$ cat src/otr_pkg.sv
// otr_pkg: shared types and constants of the single-wire temperature reader
// register indexes, reset values, bus commands and the item structs
// no dependencies
`default_nettype none

package otr_pkg;

    parameter int TICK_COUNTER_WIDTH_DEF = 16;

    parameter int NUM_REGS    = 8;
    parameter int REG_INDEX_W = 3;
    parameter int CFG_W       = 16;
    parameter int TEMP_W      = 14;
    parameter int DIGIT_W     = 4;
    parameter int RAW_W       = 11;

    typedef enum logic [REG_INDEX_W-1:0] {
        REG_PRE_RESET_HIGH,
        REG_RESET_LOW,
        REG_RESET_HIGH,
        REG_SLOT_LOW,
        REG_READ_SAMPLE,
        REG_READ_TAIL,
        REG_WRITE_HOLD,
        REG_RECOVERY
    } reg_index_t;

    parameter logic [CFG_W-1:0] REG_RESET [NUM_REGS] = '{
        16'd10, 16'd500, 16'd500, 16'd6, 16'd8, 16'd45, 16'd50, 16'd10
    };

    parameter logic [7:0]  CMD_SKIP_ROM = 8'hCC;
    parameter logic [7:0]  CMD_CONVERT  = 8'h44;
    parameter logic [7:0]  CMD_READ_PAD = 8'hBE;
    parameter logic [15:0] RAW_MASK     = 16'h07FF;

    typedef struct packed {
        logic drive_low;
        logic reading_done;
    } seq_result_t;

    typedef struct packed {
        logic [TEMP_W-1:0]  temperature_centi;
        logic [DIGIT_W-1:0] digit_ten_thousands;
        logic [DIGIT_W-1:0] digit_thousands;
        logic [DIGIT_W-1:0] digit_hundreds;
        logic [DIGIT_W-1:0] digit_tens;
        logic [DIGIT_W-1:0] digit_ones;
    } reading_t;

endpackage

`default_nettype wire

$ cat src/otr_sequencer.sv
// otr_sequencer: bus timing sequencer, one item per timer tick
// holds the timing registers, the step/phase/tick state and the temperature
// depends on otr_pkg
`default_nettype none

module otr_sequencer #(
    parameter int TICK_COUNTER_WIDTH = otr_pkg::TICK_COUNTER_WIDTH_DEF
) (
    input  wire logic                                clk,
    input  wire logic                                rst_n,
    input  wire logic                                cfg_write,
    input  wire logic [otr_pkg::REG_INDEX_W-1:0]     cfg_index,
    input  wire logic [otr_pkg::CFG_W-1:0]           cfg_data,
    input  wire logic                                step_en,
    input  wire logic                                bus_level,
    output otr_pkg::seq_result_t                     result,
    output logic [otr_pkg::TEMP_W-1:0]               temperature
);

    localparam int CMP_W = ((TICK_COUNTER_WIDTH > otr_pkg::CFG_W) ?
                            TICK_COUNTER_WIDTH : otr_pkg::CFG_W) + 1;

    localparam logic [3:0] STEP_RESET_CONVERT = 4'd0;
    localparam logic [3:0] STEP_SKIP_CONVERT  = 4'd1;
    localparam logic [3:0] STEP_CONVERT       = 4'd2;
    localparam logic [3:0] STEP_RESET_READ    = 4'd3;
    localparam logic [3:0] STEP_SKIP_READ     = 4'd4;
    localparam logic [3:0] STEP_READ_PAD      = 4'd5;
    localparam logic [3:0] STEP_READ_LOW      = 4'd6;
    localparam logic [3:0] STEP_READ_HIGH     = 4'd7;

    typedef enum logic [1:0] {
        KIND_RESET,
        KIND_WRITE,
        KIND_READ
    } kind_t;

    logic [otr_pkg::CFG_W-1:0]    cfg_reg [otr_pkg::NUM_REGS];
    logic [3:0]                   step_reg;
    logic [2:0]                   phase_reg;
    logic [TICK_COUNTER_WIDTH-1:0] tick_reg;
    logic [2:0]                   bit_reg;
    logic [7:0]                   shift_reg;
    logic [7:0]                   low_reg;
    logic [otr_pkg::TEMP_W-1:0]   temp_reg;
    otr_pkg::seq_result_t         result_reg;

    logic [3:0]                   step_next;
    logic [2:0]                   phase_next;
    logic [TICK_COUNTER_WIDTH-1:0] tick_next;
    logic [2:0]                   bit_next;
    logic [7:0]                   shift_next;
    logic [7:0]                   low_next;
    logic [otr_pkg::TEMP_W-1:0]   temp_next;
    logic                         done_next;
    logic                         drive_next;

    logic [3:0]                   seq;
    kind_t                        kind;
    logic [2:0]                   num_phases;
    logic [7:0]                   cmd;
    logic [otr_pkg::CFG_W-1:0]    dur_raw;
    logic [otr_pkg::CFG_W-1:0]    dur;
    logic                         phase_end;
    logic [2:0]                   phase_inc;
    logic [2:0]                   bit_inc;
    logic [15:0]                  word;
    logic [otr_pkg::RAW_W-1:0]    raw;
    logic [15:0]                  scaled;

    always_comb
    begin
        seq = (step_reg > STEP_READ_HIGH) ? STEP_RESET_CONVERT : step_reg;

        unique case (seq) inside
            STEP_RESET_CONVERT, STEP_RESET_READ:
            begin
                kind       = KIND_RESET;
                num_phases = 3'd3;
            end
            STEP_READ_LOW, STEP_READ_HIGH:
            begin
                kind       = KIND_READ;
                num_phases = 3'd4;
            end
            default:
            begin
                kind       = KIND_WRITE;
                num_phases = 3'd3;
            end
        endcase

        unique case (seq)
            STEP_CONVERT:  cmd = otr_pkg::CMD_CONVERT;
            STEP_READ_PAD: cmd = otr_pkg::CMD_READ_PAD;
            default:       cmd = otr_pkg::CMD_SKIP_ROM;
        endcase

        // phases past the last of a step are a single released tick
        drive_next = 1'b0;
        dur_raw    = otr_pkg::CFG_W'(1);
        case (kind)
            KIND_RESET:
            begin
                case (phase_reg)
                    3'd0: dur_raw = cfg_reg[otr_pkg::REG_PRE_RESET_HIGH];
                    3'd1:
                    begin
                        drive_next = 1'b1;
                        dur_raw    = cfg_reg[otr_pkg::REG_RESET_LOW];
                    end
                    3'd2: dur_raw = cfg_reg[otr_pkg::REG_RESET_HIGH];
                    default: dur_raw = otr_pkg::CFG_W'(1);
                endcase
            end
            KIND_WRITE:
            begin
                case (phase_reg)
                    3'd0:
                    begin
                        drive_next = 1'b1;
                        dur_raw    = cfg_reg[otr_pkg::REG_SLOT_LOW];
                    end
                    3'd1:
                    begin
                        drive_next = ~cmd[bit_reg];
                        dur_raw    = cfg_reg[otr_pkg::REG_WRITE_HOLD];
                    end
                    3'd2: dur_raw = cfg_reg[otr_pkg::REG_RECOVERY];
                    default: dur_raw = otr_pkg::CFG_W'(1);
                endcase
            end
            default:
            begin
                case (phase_reg)
                    3'd0:
                    begin
                        drive_next = 1'b1;
                        dur_raw    = cfg_reg[otr_pkg::REG_SLOT_LOW];
                    end
                    3'd1: dur_raw = cfg_reg[otr_pkg::REG_READ_SAMPLE];
                    3'd2: dur_raw = cfg_reg[otr_pkg::REG_READ_TAIL];
                    3'd3: dur_raw = cfg_reg[otr_pkg::REG_RECOVERY];
                    default: dur_raw = otr_pkg::CFG_W'(1);
                endcase
            end
        endcase
        dur = (dur_raw == '0) ? otr_pkg::CFG_W'(1) : dur_raw;

        // sample on the first tick of the read tail, lsb first
        shift_next = shift_reg;
        if (kind == KIND_READ && phase_reg == 3'd2 && tick_reg == '0)
        begin
            shift_next = {bus_level, shift_reg[7:1]};
        end

        // 25/4 scale as shift and add, truncated
        word   = {shift_next, low_reg} & otr_pkg::RAW_MASK;
        raw    = word[otr_pkg::RAW_W-1:0];
        scaled = (16'(raw) << 4) + (16'(raw) << 3) + 16'(raw);

        phase_end = (CMP_W'(tick_reg) + CMP_W'(1) >= CMP_W'(dur)) || (tick_reg == '1);
        phase_inc = phase_reg + 3'd1;
        bit_inc   = bit_reg + 3'd1;

        step_next  = seq;
        phase_next = phase_reg;
        tick_next  = tick_reg + TICK_COUNTER_WIDTH'(1);
        bit_next   = bit_reg;
        low_next   = low_reg;
        temp_next  = temp_reg;
        done_next  = 1'b0;

        if (phase_end)
        begin
            tick_next = '0;
            if (phase_inc >= num_phases || phase_inc == 3'd0)
            begin
                phase_next = 3'd0;
                if (kind == KIND_RESET)
                begin
                    step_next = seq + 4'd1;
                end
                else
                begin
                    bit_next = bit_inc;
                    if (bit_inc == 3'd0)
                    begin
                        if (seq == STEP_READ_LOW)
                        begin
                            low_next  = shift_next;
                            step_next = STEP_READ_HIGH;
                        end
                        else if (seq == STEP_READ_HIGH)
                        begin
                            temp_next = scaled[otr_pkg::TEMP_W+1:2];
                            done_next = 1'b1;
                            step_next = STEP_RESET_CONVERT;
                        end
                        else
                        begin
                            step_next = seq + 4'd1;
                        end
                    end
                end
            end
            else
            begin
                phase_next = phase_inc;
            end
        end
    end

    always_ff @(posedge clk or negedge rst_n)
    begin
        if (!rst_n)
        begin
            for (int i = 0; i < otr_pkg::NUM_REGS; i++)
            begin
                cfg_reg[i] <= otr_pkg::REG_RESET[i];
            end
            step_reg  <= STEP_RESET_CONVERT;
            phase_reg <= '0;
            tick_reg  <= '0;
            bit_reg   <= '0;
            shift_reg <= '0;
            low_reg   <= '0;
            temp_reg  <= '0;
        end
        else
        begin
            if (cfg_write)
            begin
                cfg_reg[cfg_index] <= cfg_data;
            end
            if (step_en)
            begin
                step_reg  <= step_next;
                phase_reg <= phase_next;
                tick_reg  <= tick_next;
                bit_reg   <= bit_next;
                shift_reg <= shift_next;
                low_reg   <= low_next;
                temp_reg  <= temp_next;
            end
        end
    end

    always_ff @(posedge clk)
    begin
        if (step_en)
        begin
            result_reg.drive_low    <= drive_next;
            result_reg.reading_done <= done_next;
        end
    end

    assign result      = result_reg;
    assign temperature = temp_reg;

`ifndef ASSERT_OFF
    a_done_restarts: assert property (@(posedge clk) disable iff (!rst_n)
        step_en && done_next |=> step_reg == STEP_RESET_CONVERT && phase_reg == 3'd0
            && bit_reg == 3'd0 && tick_reg == '0)
        else $error("sequence did not restart after a completed reading");

    a_phase_range: assert property (@(posedge clk) disable iff (!rst_n)
        phase_reg < 3'd4 && step_reg <= STEP_READ_HIGH)
        else $error("slot phase or sequence step out of range");

    a_write_bit_kept: assert property (@(posedge clk) disable iff (!rst_n)
        step_en && kind == KIND_WRITE && !phase_end |=> $stable(bit_reg) && $stable(step_reg))
        else $error("bit index moved inside a slot");
`endif

endmodule

`default_nettype wire

$ cat src/otr_digits.sv
// otr_digits: result stage, splits the temperature into five decimal digits
// reciprocal multiplies into a registered reading
// depends on otr_pkg
`default_nettype none

module otr_digits (
    input  wire logic                       clk,
    input  wire logic                       load,
    input  wire logic [otr_pkg::TEMP_W-1:0] temperature,
    output otr_pkg::reading_t               reading
);

    // exact over the whole 14-bit range
    localparam logic [15:0] RECIP_10    = 16'd52429;
    localparam logic [12:0] RECIP_100   = 13'd5243;
    localparam logic [14:0] RECIP_1000  = 15'd16778;
    localparam logic [13:0] RECIP_10000 = 14'd13422;

    otr_pkg::reading_t    reading_reg;
    otr_pkg::reading_t    reading_next;

    logic [29:0]          prod_10;
    logic [26:0]          prod_100;
    logic [28:0]          prod_1000;
    logic [27:0]          prod_10000;
    logic [10:0]          q_10;
    logic [7:0]           q_100;
    logic [4:0]           q_1000;
    logic                 q_10000;
    logic [otr_pkg::TEMP_W-1:0] rem_1;
    logic [otr_pkg::TEMP_W-1:0] rem_10;
    logic [otr_pkg::TEMP_W-1:0] rem_100;
    logic [otr_pkg::TEMP_W-1:0] rem_1000;

    function automatic logic [otr_pkg::TEMP_W-1:0] times_ten(
        input logic [otr_pkg::TEMP_W-1:0] v);
        return (v << 3) + (v << 1);
    endfunction

    always_comb
    begin
        prod_10    = 30'(temperature) * 30'(RECIP_10);
        prod_100   = 27'(temperature) * 27'(RECIP_100);
        prod_1000  = 29'(temperature) * 29'(RECIP_1000);
        prod_10000 = 28'(temperature) * 28'(RECIP_10000);

        q_10    = prod_10[29:19];
        q_100   = prod_100[26:19];
        q_1000  = prod_1000[28:24];
        q_10000 = prod_10000[27];

        rem_1    = temperature - times_ten(otr_pkg::TEMP_W'(q_10));
        rem_10   = otr_pkg::TEMP_W'(q_10) - times_ten(otr_pkg::TEMP_W'(q_100));
        rem_100  = otr_pkg::TEMP_W'(q_100) - times_ten(otr_pkg::TEMP_W'(q_1000));
        rem_1000 = otr_pkg::TEMP_W'(q_1000) - times_ten(otr_pkg::TEMP_W'(q_10000));

        reading_next.temperature_centi   = temperature;
        reading_next.digit_ten_thousands = otr_pkg::DIGIT_W'(q_10000);
        reading_next.digit_thousands     = rem_1000[otr_pkg::DIGIT_W-1:0];
        reading_next.digit_hundreds      = rem_100[otr_pkg::DIGIT_W-1:0];
        reading_next.digit_tens          = rem_10[otr_pkg::DIGIT_W-1:0];
        reading_next.digit_ones          = rem_1[otr_pkg::DIGIT_W-1:0];
    end

    always_ff @(posedge clk)
    begin
        if (load)
        begin
            reading_reg <= reading_next;
        end
    end

    assign reading = reading_reg;

endmodule

`default_nettype wire

$ cat src/one_wire_temperature_reader.sv
// one_wire_temperature_reader: top level of the single-wire temperature reader
// sequencer stage and digit stage with valid/stall handshake between them
// depends on otr_pkg, otr_sequencer, otr_digits
//
// channel   direction  handshake             item payload
// input     in         in_valid / in_stall   bus_level
// output    out        out_valid / out_stall drive_low, reading_done,
//                                            temperature_centi, digit_*
// config    in         cfg_write             cfg_index, cfg_data
//
// one item per clock unless the output stalls, one tick of bus timing per item
// result item registered in the sequencer stage when its input item is accepted,
// then digit split into the output register
// reset loads the timing registers with their defaults, no clearing pass
// a stalled output holds its item; the sequencer stage keeps accepting until full
`default_nettype none

module one_wire_temperature_reader #(
    parameter int TICK_COUNTER_WIDTH = otr_pkg::TICK_COUNTER_WIDTH_DEF
) (
    input  wire logic                            clk,
    input  wire logic                            rst_n,
    input  wire logic                            cfg_write,
    input  wire logic [otr_pkg::REG_INDEX_W-1:0] cfg_index,
    input  wire logic [otr_pkg::CFG_W-1:0]       cfg_data,
    input  wire logic                            in_valid,
    output logic                                 in_stall,
    input  wire logic                            bus_level,
    output logic                                 out_valid,
    input  wire logic                            out_stall,
    output logic                                 drive_low,
    output logic                                 reading_done,
    output logic [otr_pkg::TEMP_W-1:0]           temperature_centi,
    output logic [otr_pkg::DIGIT_W-1:0]          digit_ten_thousands,
    output logic [otr_pkg::DIGIT_W-1:0]          digit_thousands,
    output logic [otr_pkg::DIGIT_W-1:0]          digit_hundreds,
    output logic [otr_pkg::DIGIT_W-1:0]          digit_tens,
    output logic [otr_pkg::DIGIT_W-1:0]          digit_ones
);

    logic                       s1_valid_reg;
    logic                       out_valid_reg;
    otr_pkg::seq_result_t       out_flags_reg;
    otr_pkg::seq_result_t       s1_result;
    otr_pkg::reading_t          reading;
    logic [otr_pkg::TEMP_W-1:0] temperature;
    logic                       out_ready;
    logic                       s1_ready;
    logic                       s1_move;
    logic                       accept;

    assign out_ready = !out_valid_reg || !out_stall;
    assign s1_move   = s1_valid_reg && out_ready;
    assign s1_ready  = !s1_valid_reg || out_ready;
    assign accept    = in_valid && s1_ready;
    assign in_stall  = !s1_ready;

    otr_sequencer #(
        .TICK_COUNTER_WIDTH (TICK_COUNTER_WIDTH)
    ) u_sequencer (
        .clk         (clk),
        .rst_n       (rst_n),
        .cfg_write   (cfg_write),
        .cfg_index   (cfg_index),
        .cfg_data    (cfg_data),
        .step_en     (accept),
        .bus_level   (bus_level),
        .result      (s1_result),
        .temperature (temperature)
    );

    otr_digits u_digits (
        .clk         (clk),
        .load        (s1_move),
        .temperature (temperature),
        .reading     (reading)
    );

    always_ff @(posedge clk or negedge rst_n)
    begin
        if (!rst_n)
        begin
            s1_valid_reg  <= 1'b0;
            out_valid_reg <= 1'b0;
        end
        else
        begin
            if (s1_ready)
            begin
                s1_valid_reg <= in_valid;
            end
            if (out_ready)
            begin
                out_valid_reg <= s1_valid_reg;
            end
        end
    end

    always_ff @(posedge clk)
    begin
        if (s1_move)
        begin
            out_flags_reg <= s1_result;
        end
    end

    assign out_valid           = out_valid_reg;
    assign drive_low           = out_flags_reg.drive_low;
    assign reading_done        = out_flags_reg.reading_done;
    assign temperature_centi   = reading.temperature_centi;
    assign digit_ten_thousands = reading.digit_ten_thousands;
    assign digit_thousands     = reading.digit_thousands;
    assign digit_hundreds      = reading.digit_hundreds;
    assign digit_tens          = reading.digit_tens;
    assign digit_ones          = reading.digit_ones;

`ifndef ASSERT_OFF
    a_s1_held: assert property (@(posedge clk) disable iff (!rst_n)
        s1_valid_reg && !out_ready |=> s1_valid_reg)
        else $error("sequencer item dropped while output stalled");

    a_s1_to_out: assert property (@(posedge clk) disable iff (!rst_n)
        s1_move |=> out_valid_reg)
        else $error("item left the sequencer stage but no output followed");

    a_accept_fills: assert property (@(posedge clk) disable iff (!rst_n)
        accept |=> s1_valid_reg)
        else $error("accepted item not held in the sequencer stage");
`endif

endmodule

`default_nettype wire
$ cat config.mk
export PLATFORM = sky130hd
export DESIGN_NAME = one_wire_temperature_reader
export DESIGN_NICKNAME = d
export VERILOG_FILES = /design/src/otr_pkg.sv /design/src/otr_sequencer.sv /design/src/otr_digits.sv /design/src/one_wire_temperature_reader.sv
export SDC_FILE = /design/constraint.sdc
export NUM_CORES = 1
export LEC_CHECK = 0
export ABC_AREA = 1
export ABC_CLOCK_PERIOD_IN_PS = 7600
export BUFFER_PORTS_ARGS = -buffer_cell sky130_fd_sc_hd__buf_2
export CAP_MARGIN = 10
export CORE_ASPECT_RATIO = 1.25
export CORE_MARGIN = 3
export CORE_UTILIZATION = 52
export DETAILED_ROUTE_END_ITERATION = 10
export HOLD_SLACK_MARGIN = 0.06
export PLACE_DENSITY = 0.78
export SETUP_SLACK_MARGIN = 0.5
export SYNTH_ARGS = -nofsm -noshare
export SYNTH_HDL_FRONTEND = slang
export SYNTH_SLANG_ARGS = --single-unit
$ cat constraint.sdc
create_clock -name clk -period 7.6 [get_ports clk]
set_clock_uncertainty 0.15 [all_clocks]
set_input_delay 1.14 -clock clk [delete_from_list [all_inputs] [get_ports clk]]
set_output_delay 1.14 -clock clk [all_outputs]
set_load 0.02 [all_outputs]
==> metrics.md, run 1 <==
| Metric | Value |
|---|---|
| Clock H-tree levels | `1` |
| Initial antenna violation count | `0` |
| Cell area after synthesis | `22,680 µm²` |
| Cts repair resizes | `0` |
| YS warnings | `0` |
| Mean Syn Cell Area | `~8.4 µm²` |
| # setup viols final | `0` |
| Hold WS | `0.2817 ns` |
| Slew Limit Fails | `0` |
| First-pass detailed-route iteration total | `5` |
| Hold EP | `drive_low$_DFFE_PP_` |
| RD Place Congestion | `0.9773` |
| Crit Path Max Fanout | `12` |
| Clock Sinks | `between 200 and 250` |
| Startpoint Class | `register` |
| Drt total wl | `59,910 µm` |
| Placed inst area | `23,620 µm²` |
| Fin. Hold Viols | `0` |
| Post-CTS Setup Bufs | `0` |
| Layout cells sized above 1 | `6.828%` |
| Bufs and invs on worst path | `7` |
| Max stage delay on crit path | `0.74 ns` |
| Design Area, Final | `about 24,000 µm²` |
| Max FFs per register | `128` |
| Most used cell, CP | `inv_1` |
| Seq cells post-synth | `221` |
| EDFF count, synth | `35` |
| CTS root buf | `clkbuf_16` |
| WS Path Type | `reg -> reg` |
| Max clock buf depth | `3` |
| Register-to-Register Path Depth | `24` |
| ANT nets after route | `0` |
| ANT cells | `0` |
| Number of DRC markers in iteration 0 | `978` |
| Internal reg-to-reg setup slack | `between 0.9 and 1 ns` |
| Synth Instances | `2,691` |
| Critical path capture point type | `register` |
| Vias in the first global route | `19,036` |
| Sum Neg Setup Slack | `0 ns` |
| Area leader, netlist | `ha_1` |
| Status | `completed` |
| GRT Total Usage | `26.57%` |
| Post-route DRC | `0` |
| Vias per cell | `5.463` |
| Leak | `~14 nW` |
| Least-Margin Pin Slew | `about 1.2 ns` |
| Library cells used by synthesis | `53` |
| Initial cell density of the core | `53.27%` |
| TritonCTS clock tree | `built` |
| Drt wl/cell | `roughly 18 µm` |
| Synth top area share | `18.81%` |
| RSZ-0062 raised after global routing | `no` |
| Via count | `18,177` |
| R2r startpoint | `u_sequencer.temperature[3]$_DFFE_PN0P_` |
| CTS buffer count | `26` |
| Register area share after synthesis | `25.30%` |
| Synth async-reset ratio | `84.16%` |
| Reg2reg end | `u_digits.reading[3]$_DFFE_PP_` |
| Post-synth top cells | `nand2_1, inv_1, ha_1, fa_1, o21ai_0` |
| Top-count cell post-synth | `nand2_1` |
| Ranking of synthesized cells by area | `ha_1, fa_1, dfrtp_1, nand2_1, inv_1` |
| Hold depth | `0` |
| Tcrit/Tclk final | `between 80% and 90%` |
| Core footprint | `42,570 µm²` |
| Filler cells | `roughly 3,800` |
| Final HPWL from detailed placement | `47,570 µm` |
| Worst vdd ir | `246.4 µV` |
| Hold Crit Start | `u_sequencer.result[1]$_DFFE_PP_` |
| Hold Path Class | `reg -> reg` |
| Port-buffer cells | `between 50 and 60` |
| Top_reg_cell synth | `dfrtp_1` |
| # Max-Cap Violations | `0` |
| Area Growth Syn to Fin | `8.034%` |
| Crit path max-delay family | `adder cells` |
| Num rows | `84` |
| PwrDens | `191.7 nW/µm²` |
| Worst Path Arrival | `6.84 ns` |
| WP data required | `7.76 ns` |
| Slew margin rel. | `17.27%` |
| Critical path cell sequence | `inv_1, ha_1, inv_1, ha_1, inv_1, fa_1, fa_1, inv_1, fa_1, inv_1, fa_1, inv_1, ha_1, a21oi_1, a21oi_1, nor3_1, nand3_1, xor2_1, inv_1, ha_1, xnor2_1, xor2_1, nand2_1, nand2_1` |
| First-pass GRT wire length | `97,210 µm` |
| Die area | `46,170 µm²` |
| Die Height | `239.5 µm` |
| Highest Clock Rate | `between 100 and 150 MHz` |
| Clk_lat worst skew | `0.57 ns` |
| Grt total ovfl | `0` |
| IO Count | `63` |
| Final #Nets | `around 3,300` |
| Largest net degree at the start of global routing | `115` |
| Min Tclk post-route | `6.680 ns` |
| Die width | `192.8 µm` |
| Clock transition at path regs | `0.06 ns` |
| Post-CTS Hold Fix Bufs | `0` |
| Critical-path top delay cell | `dfrtp_1` |
area by class of cell:
class | instances | area (µm²) | area share [%]
Timing Repair Buffer | 82 | 494.2 | 2.017
Sequential cell | 221 | 5738 | 23.42
Inverter | 588 | 2212 | 9.030
Clock inverter | 9 | 97.59 | 0.3984
Multi-Input combinational cell | 1830 | 14500 | 59.18
Clock buffer | 38 | 758.2 | 3.095
Tap cell | 559 | 699.4 | 2.855
power breakdown:
group	switching, W	leakage, nW	internal (W)	total (W)
clock network	0.000519	0.418	0.000729	0.00125
logic	0.00128	10.8	0.000590	0.00187
registers	0.000133	2.68	0.00144	0.00158
cell families after synthesis:
kind of cell / after synthesis / share of synthesized area (%)
compound gates: 364 / 9.027
xor+xnor: 43 / 1.661
fa+ha+maj: 544 / 36.74
buf+inv: 642 / 10.88
flops: 221 / 25.30
other cells: 1 / 0.01654
simple gates: 876 / 16.38
metrics by stage:
step	util (%)	total power, W	cells	worst slack (ns)
floorplan	-	0.002932	2693	1.443
global placement	55.48	0.003338	3279	1.103
detailed placement	55.48	0.003431	3279	0.9012
CTS	57.49	0.004703	3326	0.8706
global route	57.55	0.005008	3327	0.5080
finish	57.55	0.004695	3327	0.9198
cell usage in the layout (no fill, tap or decap), types with 35 or more instances in the layout:
cell	synthesis	final
a21oi_1	81	80
nand3_1	87	87
ha_1	341	341
fa_1	203	203
buf_2	8	58
o21ai_0	199	199
nor2_1	76	75
nand2_1	610	610
nand4_1	49	49
dfrtp_1	160	160
inv_1	581	581
edfxtp_1	35	35
worst max path at each step:
| stage | slack [ns] | end | start | depth (start not counted) |
|---|---|---|---|---|
| floorplan | 1.44 | u_digits.reading[7]$_DFFE_PP_ | u_sequencer.temperature[12]$_DFFE_PN0P_ | 28 |
| global placement | 1.10 | u_digits.reading[7]$_DFFE_PP_ | u_sequencer.temperature[3]$_DFFE_PN0P_ | 28 |
| detailed placement | 0.90 | u_digits.reading[7]$_DFFE_PP_ | u_sequencer.temperature[3]$_DFFE_PN0P_ | 28 |
| CTS | 0.87 | u_digits.reading[3]$_DFFE_PP_ | u_sequencer.temperature[3]$_DFFE_PN0P_ | 24 |
| global route | 0.51 | u_digits.reading[7]$_DFFE_PP_ | u_sequencer.temperature[3]$_DFFE_PN0P_ | 28 |
| finish | 0.92 | u_digits.reading[3]$_DFFE_PP_ | u_sequencer.temperature[3]$_DFFE_PN0P_ | 24 |
routing by layer:
| layer | track usage, % | part of all wire, % | up-vias |
|---|---|---|---|
| li1 | - | - | 8623 |
| met1 | 29.99 | 38 | 8829 |
| met2 | 48.52 | 52 | 521 |
| met3 | 2.547 | 3.9 | 204 |
| met4 | 15.30 | 6.8 | 0 |
| met5 | 0 | 0 | - |
(Power assumes the default switching activity.)
==> run 2: changes to the inputs <==
- CTS_BUF_LIST: default -> sky130_fd_sc_hd__clkbuf_2 sky130_fd_sc_hd__clkbuf_4 sky130_fd_sc_hd__clkbuf_8
==> metrics.md, run 2 (synthesized netlist as in run 1, its figures left out) <==
| Metric | Value |
|---|---|
| Layout cells sized above 1 | `8.146% (was 6.828%)` |
| WS Path Type | `reg -> reg (unchanged)` |
| Critical-path top delay cell | `dfrtp_1 (unchanged)` |
| Num rows | `84 (unchanged)` |
| First-pass detailed-route iteration total | `6 (was 5)` |
| Area of the multi-input gates | `14,500 µm² (unchanged)` |
| Port-buffer cells | `59 (unchanged)` |
| Clock Sinks | `221 (unchanged)` |
| Initial cell density of the core | `53.27% (unchanged)` |
| Filler cells | `3,788 (was 3,806)` |
| RD Place Congestion | `0.9773 (unchanged)` |
| CTS root buf | `clkbuf_8 (was clkbuf_16)` |
| Slew margin rel. | `15.93% (was 17.27%)` |
| Tcrit/Tclk final | `84.77% (was 87.90%)` |
| Highest Clock Rate | `155.2 MHz (was 149.7 MHz)` |
| Register area | `5739 µm² (was 5738 µm²)` |
| Post-CTS Hold Fix Bufs | `0 (unchanged)` |
| GRT Total Usage | `26.87% (was 26.57%)` |
| Drt total wl | `60,140 µm (was 59,910 µm)` |
| WP data required | `7.80 ns (was 7.76 ns)` |
| Grt total ovfl | `0 (unchanged)` |
| IO Count | `63 (unchanged)` |
| Clock transition at path regs | `0.06 ns (about the same)` |
| Commonest non-fill, non-tap cell in the layout | `nand2_1 (unchanged)` |
| Crit Path Max Fanout | `11 (was 12)` |
| Worst Path Arrival | `6.64 ns (was 6.84 ns)` |
| Core footprint | `42,570 µm² (unchanged)` |
| Via count | `18,310 (was 18,177)` |
| Vias per cell | `5.453 (was 5.463)` |
| Initial antenna violation count | `0 (unchanged)` |
| WP depth | `27 (was 24)` |
| First-pass GRT wire length | `97,580 µm (was 97,210 µm)` |
| Startpoint Class | `register (unchanged)` |
| Register-to-Register Path Depth | `27 (was 24)` |
| Worst setup margin | `1.157 ns (was 0.9198 ns)` |
| Largest net degree at the start of global routing | `115 (unchanged)` |
| Area Growth Syn to Fin | `8.613% (was 8.034%)` |
| Worst vdd ir | `242.5 µV (was 246.4 µV)` |
| RSZ-0062 raised after global routing | `no (unchanged)` |
| Max FFs per register | `128 (unchanged)` |
| Die Height | `239.5 µm (unchanged)` |
| PwrDens | `194.7 nW/µm² (was 191.7 nW/µm²)` |
| # Max-Cap Violations | `0 (unchanged)` |
| TritonCTS clock tree | `built (unchanged)` |
| Min Tclk post-route | `6.443 ns (was 6.680 ns)` |
| Clock H-tree levels | `2 (was 1)` |
| Least-Margin Pin Slew | `1.258 ns (was 1.238 ns)` |
| Max clock buf depth | `3 (unchanged)` |
| Critical path capture point type | `register (unchanged)` |
| Clk_lat worst skew | `0.63 ns (was 0.57 ns)` |
| Most frequent cells in the layout | `nand2_1, inv_1, ha_1 (unchanged)` |
| Drt wl/cell | `17.91 µm (was 18.01 µm)` |
| Die area | `46,170 µm² (unchanged)` |
| Final #Nets | `3,334 (was 3,318)` |
| Die width | `192.8 µm (unchanged)` |
| # setup viols final | `0 (unchanged)` |
| Slew Limit Fails | `0 (unchanged)` |
| CTS buffer count | `42 (was 26)` |
| ANT cells | `0 (unchanged)` |
| Sum Neg Setup Slack | `0 ns (unchanged)` |
| Number of DRC markers in iteration 0 | `1,031 (was 978)` |
| Final HPWL from detailed placement | `47,570 µm (unchanged)` |
| ANT nets after route | `0 (unchanged)` |
| Max stage delay on crit path | `0.69 ns (was 0.74 ns)` |
| Leak | `13.96 nW (was 13.86 nW)` |
| Fin. Hold Viols | `0 (unchanged)` |
| Post-CTS Setup Bufs | `0 (unchanged)` |
| Crit path max-delay family | `adder cells (unchanged)` |
| Pre-CTS WS | `0.9012 ns (unchanged)` |
| Status | `completed (unchanged)` |
| Most used cell, CP | `inv_1 (unchanged)` |
| Post-route DRC | `0 (unchanged)` |
| Bufs and invs on worst path | `7 (unchanged)` |
| Vias in the first global route | `19,229 (was 19,036)` |
| Hold Path Class | `reg -> reg (unchanged)` |
| Hold depth | `0 (unchanged)` |
[run 2: routing by layer]
layer / global-route usage (%) / part of all wire [%] / vias to the layer above
met2: 48.75 / 52 / 583
met4: 15.86 / 6.6 / 0
met3: 3.221 / 4.4 / 187
met1: 30.04 / 37 / 8862
li1: - / - / 8678
met5: 0 / 0 / -
[run 2: final cells by class]
| type | instances | area share [%] |
|---|---|---|
| Inverter | 588 | 8.981 |
| Sequential cell | 221 | 23.30 |
| Clock inverter | 15 | 0.7112 |
| Tap cell | 559 | 2.840 |
| Timing Repair Buffer | 82 | 2.007 |
| Multi-Input combinational cell | 1830 | 58.87 |
| Clock buffer | 63 | 3.292 |
[run 2: final timing paths]
check,to,startpoint,slack (ns)
worst min register to register,drive_low$_DFFE_PP_,u_sequencer.result[1]$_DFFE_PP_,0.27
max in group asynchronous,u_sequencer.temperature[3]$_DFFE_PN0P_,rst_n,5.26
worst min-delay path,drive_low$_DFFE_PP_,u_sequencer.result[1]$_DFFE_PP_,0.27
min in group asynchronous,u_sequencer.cfg_reg[40]$_DFFE_PN0P_,rst_n,0.49
worst max-delay path,u_digits.reading[7]$_DFFE_PP_,u_sequencer.temperature[13]$_DFFE_PN0P_,1.16
worst max register to register,u_digits.reading[7]$_DFFE_PP_,u_sequencer.temperature[13]$_DFFE_PN0P_,1.16
[run 2: per-stage QoR]
step           instances  hold slack (ns)  instance area [µm²]  utilization [%]  power, W
3_3_place_gp        3279           0.2593                23620            55.48  0.003338
4_1_cts             3357           0.2755                24600            57.80  0.004801
3_5_place_dp        3279           0.2615                23620            55.48  0.003431
5_1_grt             3358           0.2864                24630            57.86  0.005125
2_1_floorplan       2693           0.2503                22680                -  0.002932
6_report            3358           0.2704                24630            57.86  0.004796
[run 2: power by group]
part	switching, W	internal (W)
Combinational	0.00127	0.000587
Sequential	0.000134	0.00144
Clock	0.000560	0.000797
[run 2: repair_timing]
item                                    CTS  global route
endpoints found under the setup margin    0             1
gates resized for setup                   0             1
hold endpoints to repair                  0             0
==> run 3: changes to the inputs <==
- ABC_CLOCK_PERIOD_IN_PS: 7600 -> 6000
- clock period: 7.6 -> 6 ns (I/O delays scaled with it)
==> metrics.md, run 3 (synthesized netlist as in run 1, its figures left out) <==
| Metric | Value |
|---|---|
| RSZ-0062 raised after global routing | `yes (was no)` |
| Status | `completed (unchanged)` |
| Worst Path Arrival | `5.80 ns (was 6.64 ns)` |
| Min Tclk post-route | `5.578 ns (was 6.443 ns)` |
| Clock H-tree levels | `2 (unchanged)` |
| Final Core Density | `59.09% (was 57.86%)` |
| Post-CTS Hold Fix Bufs | `0 (unchanged)` |
| GRT Total Usage | `27.49% (was 26.87%)` |
| TritonCTS clock tree | `built (unchanged)` |
| Largest net degree at the start of global routing | `88 (was 115)` |
| Port-buffer cells | `59 (unchanged)` |
| First-pass GRT wire length | `98,760 µm (was 97,580 µm)` |
| Max stage delay on crit path | `0.56 ns (was 0.69 ns)` |
| Critical path capture point type | `register (unchanged)` |
| Die area | `46,170 µm² (unchanged)` |
| Bufs and invs on worst path | `4 (was 7)` |
| Die Height | `239.5 µm (unchanged)` |
| Slew margin rel. | `17.28% (was 15.93%)` |
| Drt total wl | `61,510 µm (was 60,140 µm)` |
| Leak | `14.05 nW (was 13.96 nW)` |
| # Max-Cap Violations | `0 (unchanged)` |
| Highest Clock Rate | `179.3 MHz (was 155.2 MHz)` |
| CTS buffer count | `40 (was 42)` |
| Hold Path Class | `in -> async (was reg -> reg)` |
| Layout cells sized above 1 | `11.30% (was 8.146%)` |
| Least-Margin Pin Slew | `1.238 ns (was 1.258 ns)` |
| Crit path max-delay family | `adder cells (unchanged)` |
| Die width | `192.8 µm (unchanged)` |
| WS Path Type | `reg -> reg (unchanged)` |
| Vias per cell | `5.441 (was 5.453)` |
| ANT cells | `0 (unchanged)` |
| Seq pwr share | `33.3% (was 32.9%)` |
| Max clock buf depth | `3 (unchanged)` |
| # setup viols final | `0 (unchanged)` |
| Final #Nets | `3,362 (was 3,334)` |
| Worst vdd ir | `318.0 µV (was 242.5 µV)` |
| Slew Limit Fails | `0 (unchanged)` |
| Most used cell, CP | `nand2_1 (was inv_1)` |
| Clock Sinks | `221 (unchanged)` |
| IO Count | `63 (unchanged)` |
| Post-route DRC | `0 (unchanged)` |
| Commonest non-fill, non-tap cell in the layout | `nand2_1 (unchanged)` |
| Psw | `0.002492 W (was 0.001969 W)` |
| Vias in the first global route | `19,222 (was 19,229)` |
| ANT nets after route | `0 (unchanged)` |
| Pint | `0.003507 W (was 0.002827 W)` |
| CTS root buf | `clkbuf_8 (unchanged)` |
| Fin. Hold Viols | `0 (unchanged)` |
| Clk_lat worst skew | `0.61 ns (was 0.63 ns)` |
| Clock transition at path regs | `0.06 ns (about the same)` |
| Grt total ovfl | `0 (unchanged)` |
| Comb power frac | `39.9% (was 38.8%)` |
| Placed Cells incl. Taps | `3,294 (was 3,279)` |
| Most frequent cells in the layout | `nand2_1, inv_1, ha_1 (unchanged)` |
| Drt wl/cell | `18.19 µm (was 17.91 µm)` |
| Critical-path top delay cell | `fa_2 (was dfrtp_1)` |
| Num rows | `84 (unchanged)` |
| Register-to-Register Path Depth | `25 (was 27)` |
| Clock share of power | `26.9% (was 28.3%)` |
| Tcrit/Tclk final | `92.97% (was 84.77%)` |
| Final HPWL from detailed placement | `48,640 µm (was 47,570 µm)` |
| RD Place Congestion | `1.004 (was 0.9773)` |
| PwrDens | `238.5 nW/µm² (was 194.7 nW/µm²)` |
| Post-Layout Cell Count | `3,382 (was 3,358)` |
| WP depth | `25 (was 27)` |
| Startpoint Class | `register (unchanged)` |
| WP data required | `6.22 ns (was 7.80 ns)` |
| First-pass detailed-route iteration total | `5 (was 6)` |
| Core footprint | `42,570 µm² (unchanged)` |
| Via count | `18,401 (was 18,310)` |
| Crit Path Max Fanout | `6 (was 11)` |
| Sw Ratio | `41.53% (was 41.05%)` |
| Sum Neg Setup Slack | `0 ns (unchanged)` |
| Initial antenna violation count | `1 (was 0)` |
| Area Growth Syn to Fin | `10.91% (was 8.613%)` |
| Number of DRC markers in iteration 0 | `988 (was 1,031)` |
| Max FFs per register | `128 (unchanged)` |
| Initial cell density of the core | `53.27% (unchanged)` |
## run 3: through the flow
stage               worst slack (ns)  hold slack (ns)  total power, W  instance area, µm²
finish                        0.4216           0.1982        0.005999               25150
floorplan                     0.5033           0.2503        0.003714               22810
CTS                           0.4703           0.2163        0.006006               25020
global route                  0.1803           0.2377        0.006396               25150
detailed placement            0.1754           0.2554        0.004378               23850
global placement              0.2683           0.2616        0.004252               23850
## run 3: cell type report
type / count / area (µm²)
sequential: 221 / 5748
fill: 3651 / 17410
inverter: 588 / 2227
tap: 559 / 699.4
clock buffer: 61 / 777.0
multi-input combinational: 1830 / 14840
timing repair buffer: 112 / 721.9
clock inverter: 11 / 133.9
## run 3: final timing paths
check	startpoint	endpoint	slack (ns)
setup / recovery	u_sequencer.temperature[11]$_DFFE_PN0P_	u_digits.reading[7]$_DFFE_PP_	0.42
hold / removal	rst_n	u_sequencer.cfg_reg[120]$_DFFE_PN0P_	0.20
setup reg to reg	u_sequencer.temperature[11]$_DFFE_PN0P_	u_digits.reading[7]$_DFFE_PP_	0.42
hold reg to reg	u_sequencer.result[1]$_DFFE_PP_	drive_low$_DFFE_PP_	0.28
max in group asynchronous	rst_n	u_sequencer.cfg_reg[62]$_DFFE_PN0P_	4.18
min in group clk	u_sequencer.result[1]$_DFFE_PP_	drive_low$_DFFE_PP_	0.28
## run 3: timing repair
item                                    CTS  global route
gates resized for setup                  32            25
endpoints found under the setup margin    6            10
pin swaps                                21             4
buffers inserted                         13             3
## run 3: metal layers
| layer | share of wire (%) | routed length (µm) | global-route usage (%) | vias to the layer above |
|---|---|---|---|---|
| met5 | 0.021 | 13 | 0 | - |
| met1 | 36 | 22350 | 30.25 | 8857 |
| li1 | - | - | - | 8729 |
| met3 | 4.7 | 2900 | 3.499 | 248 |
| met4 | 8.1 | 5012 | 19.17 | 2 |
| met2 | 51 | 31230 | 48.83 | 565 |
## run 3: power groups by stage
stage | clock network [W] | logic, W | registers [W]
detailed placement | 0 | 0.00236 | 0.00201
finish | 0.00161 | 0.00239 | 0.00200
CTS | 0.00164 | 0.00237 | 0.00199
global placement | 0 | 0.00225 | 0.00200
floorplan | 0 | 0.00171 | 0.00200
global route | 0.00170 | 0.00267 | 0.00203
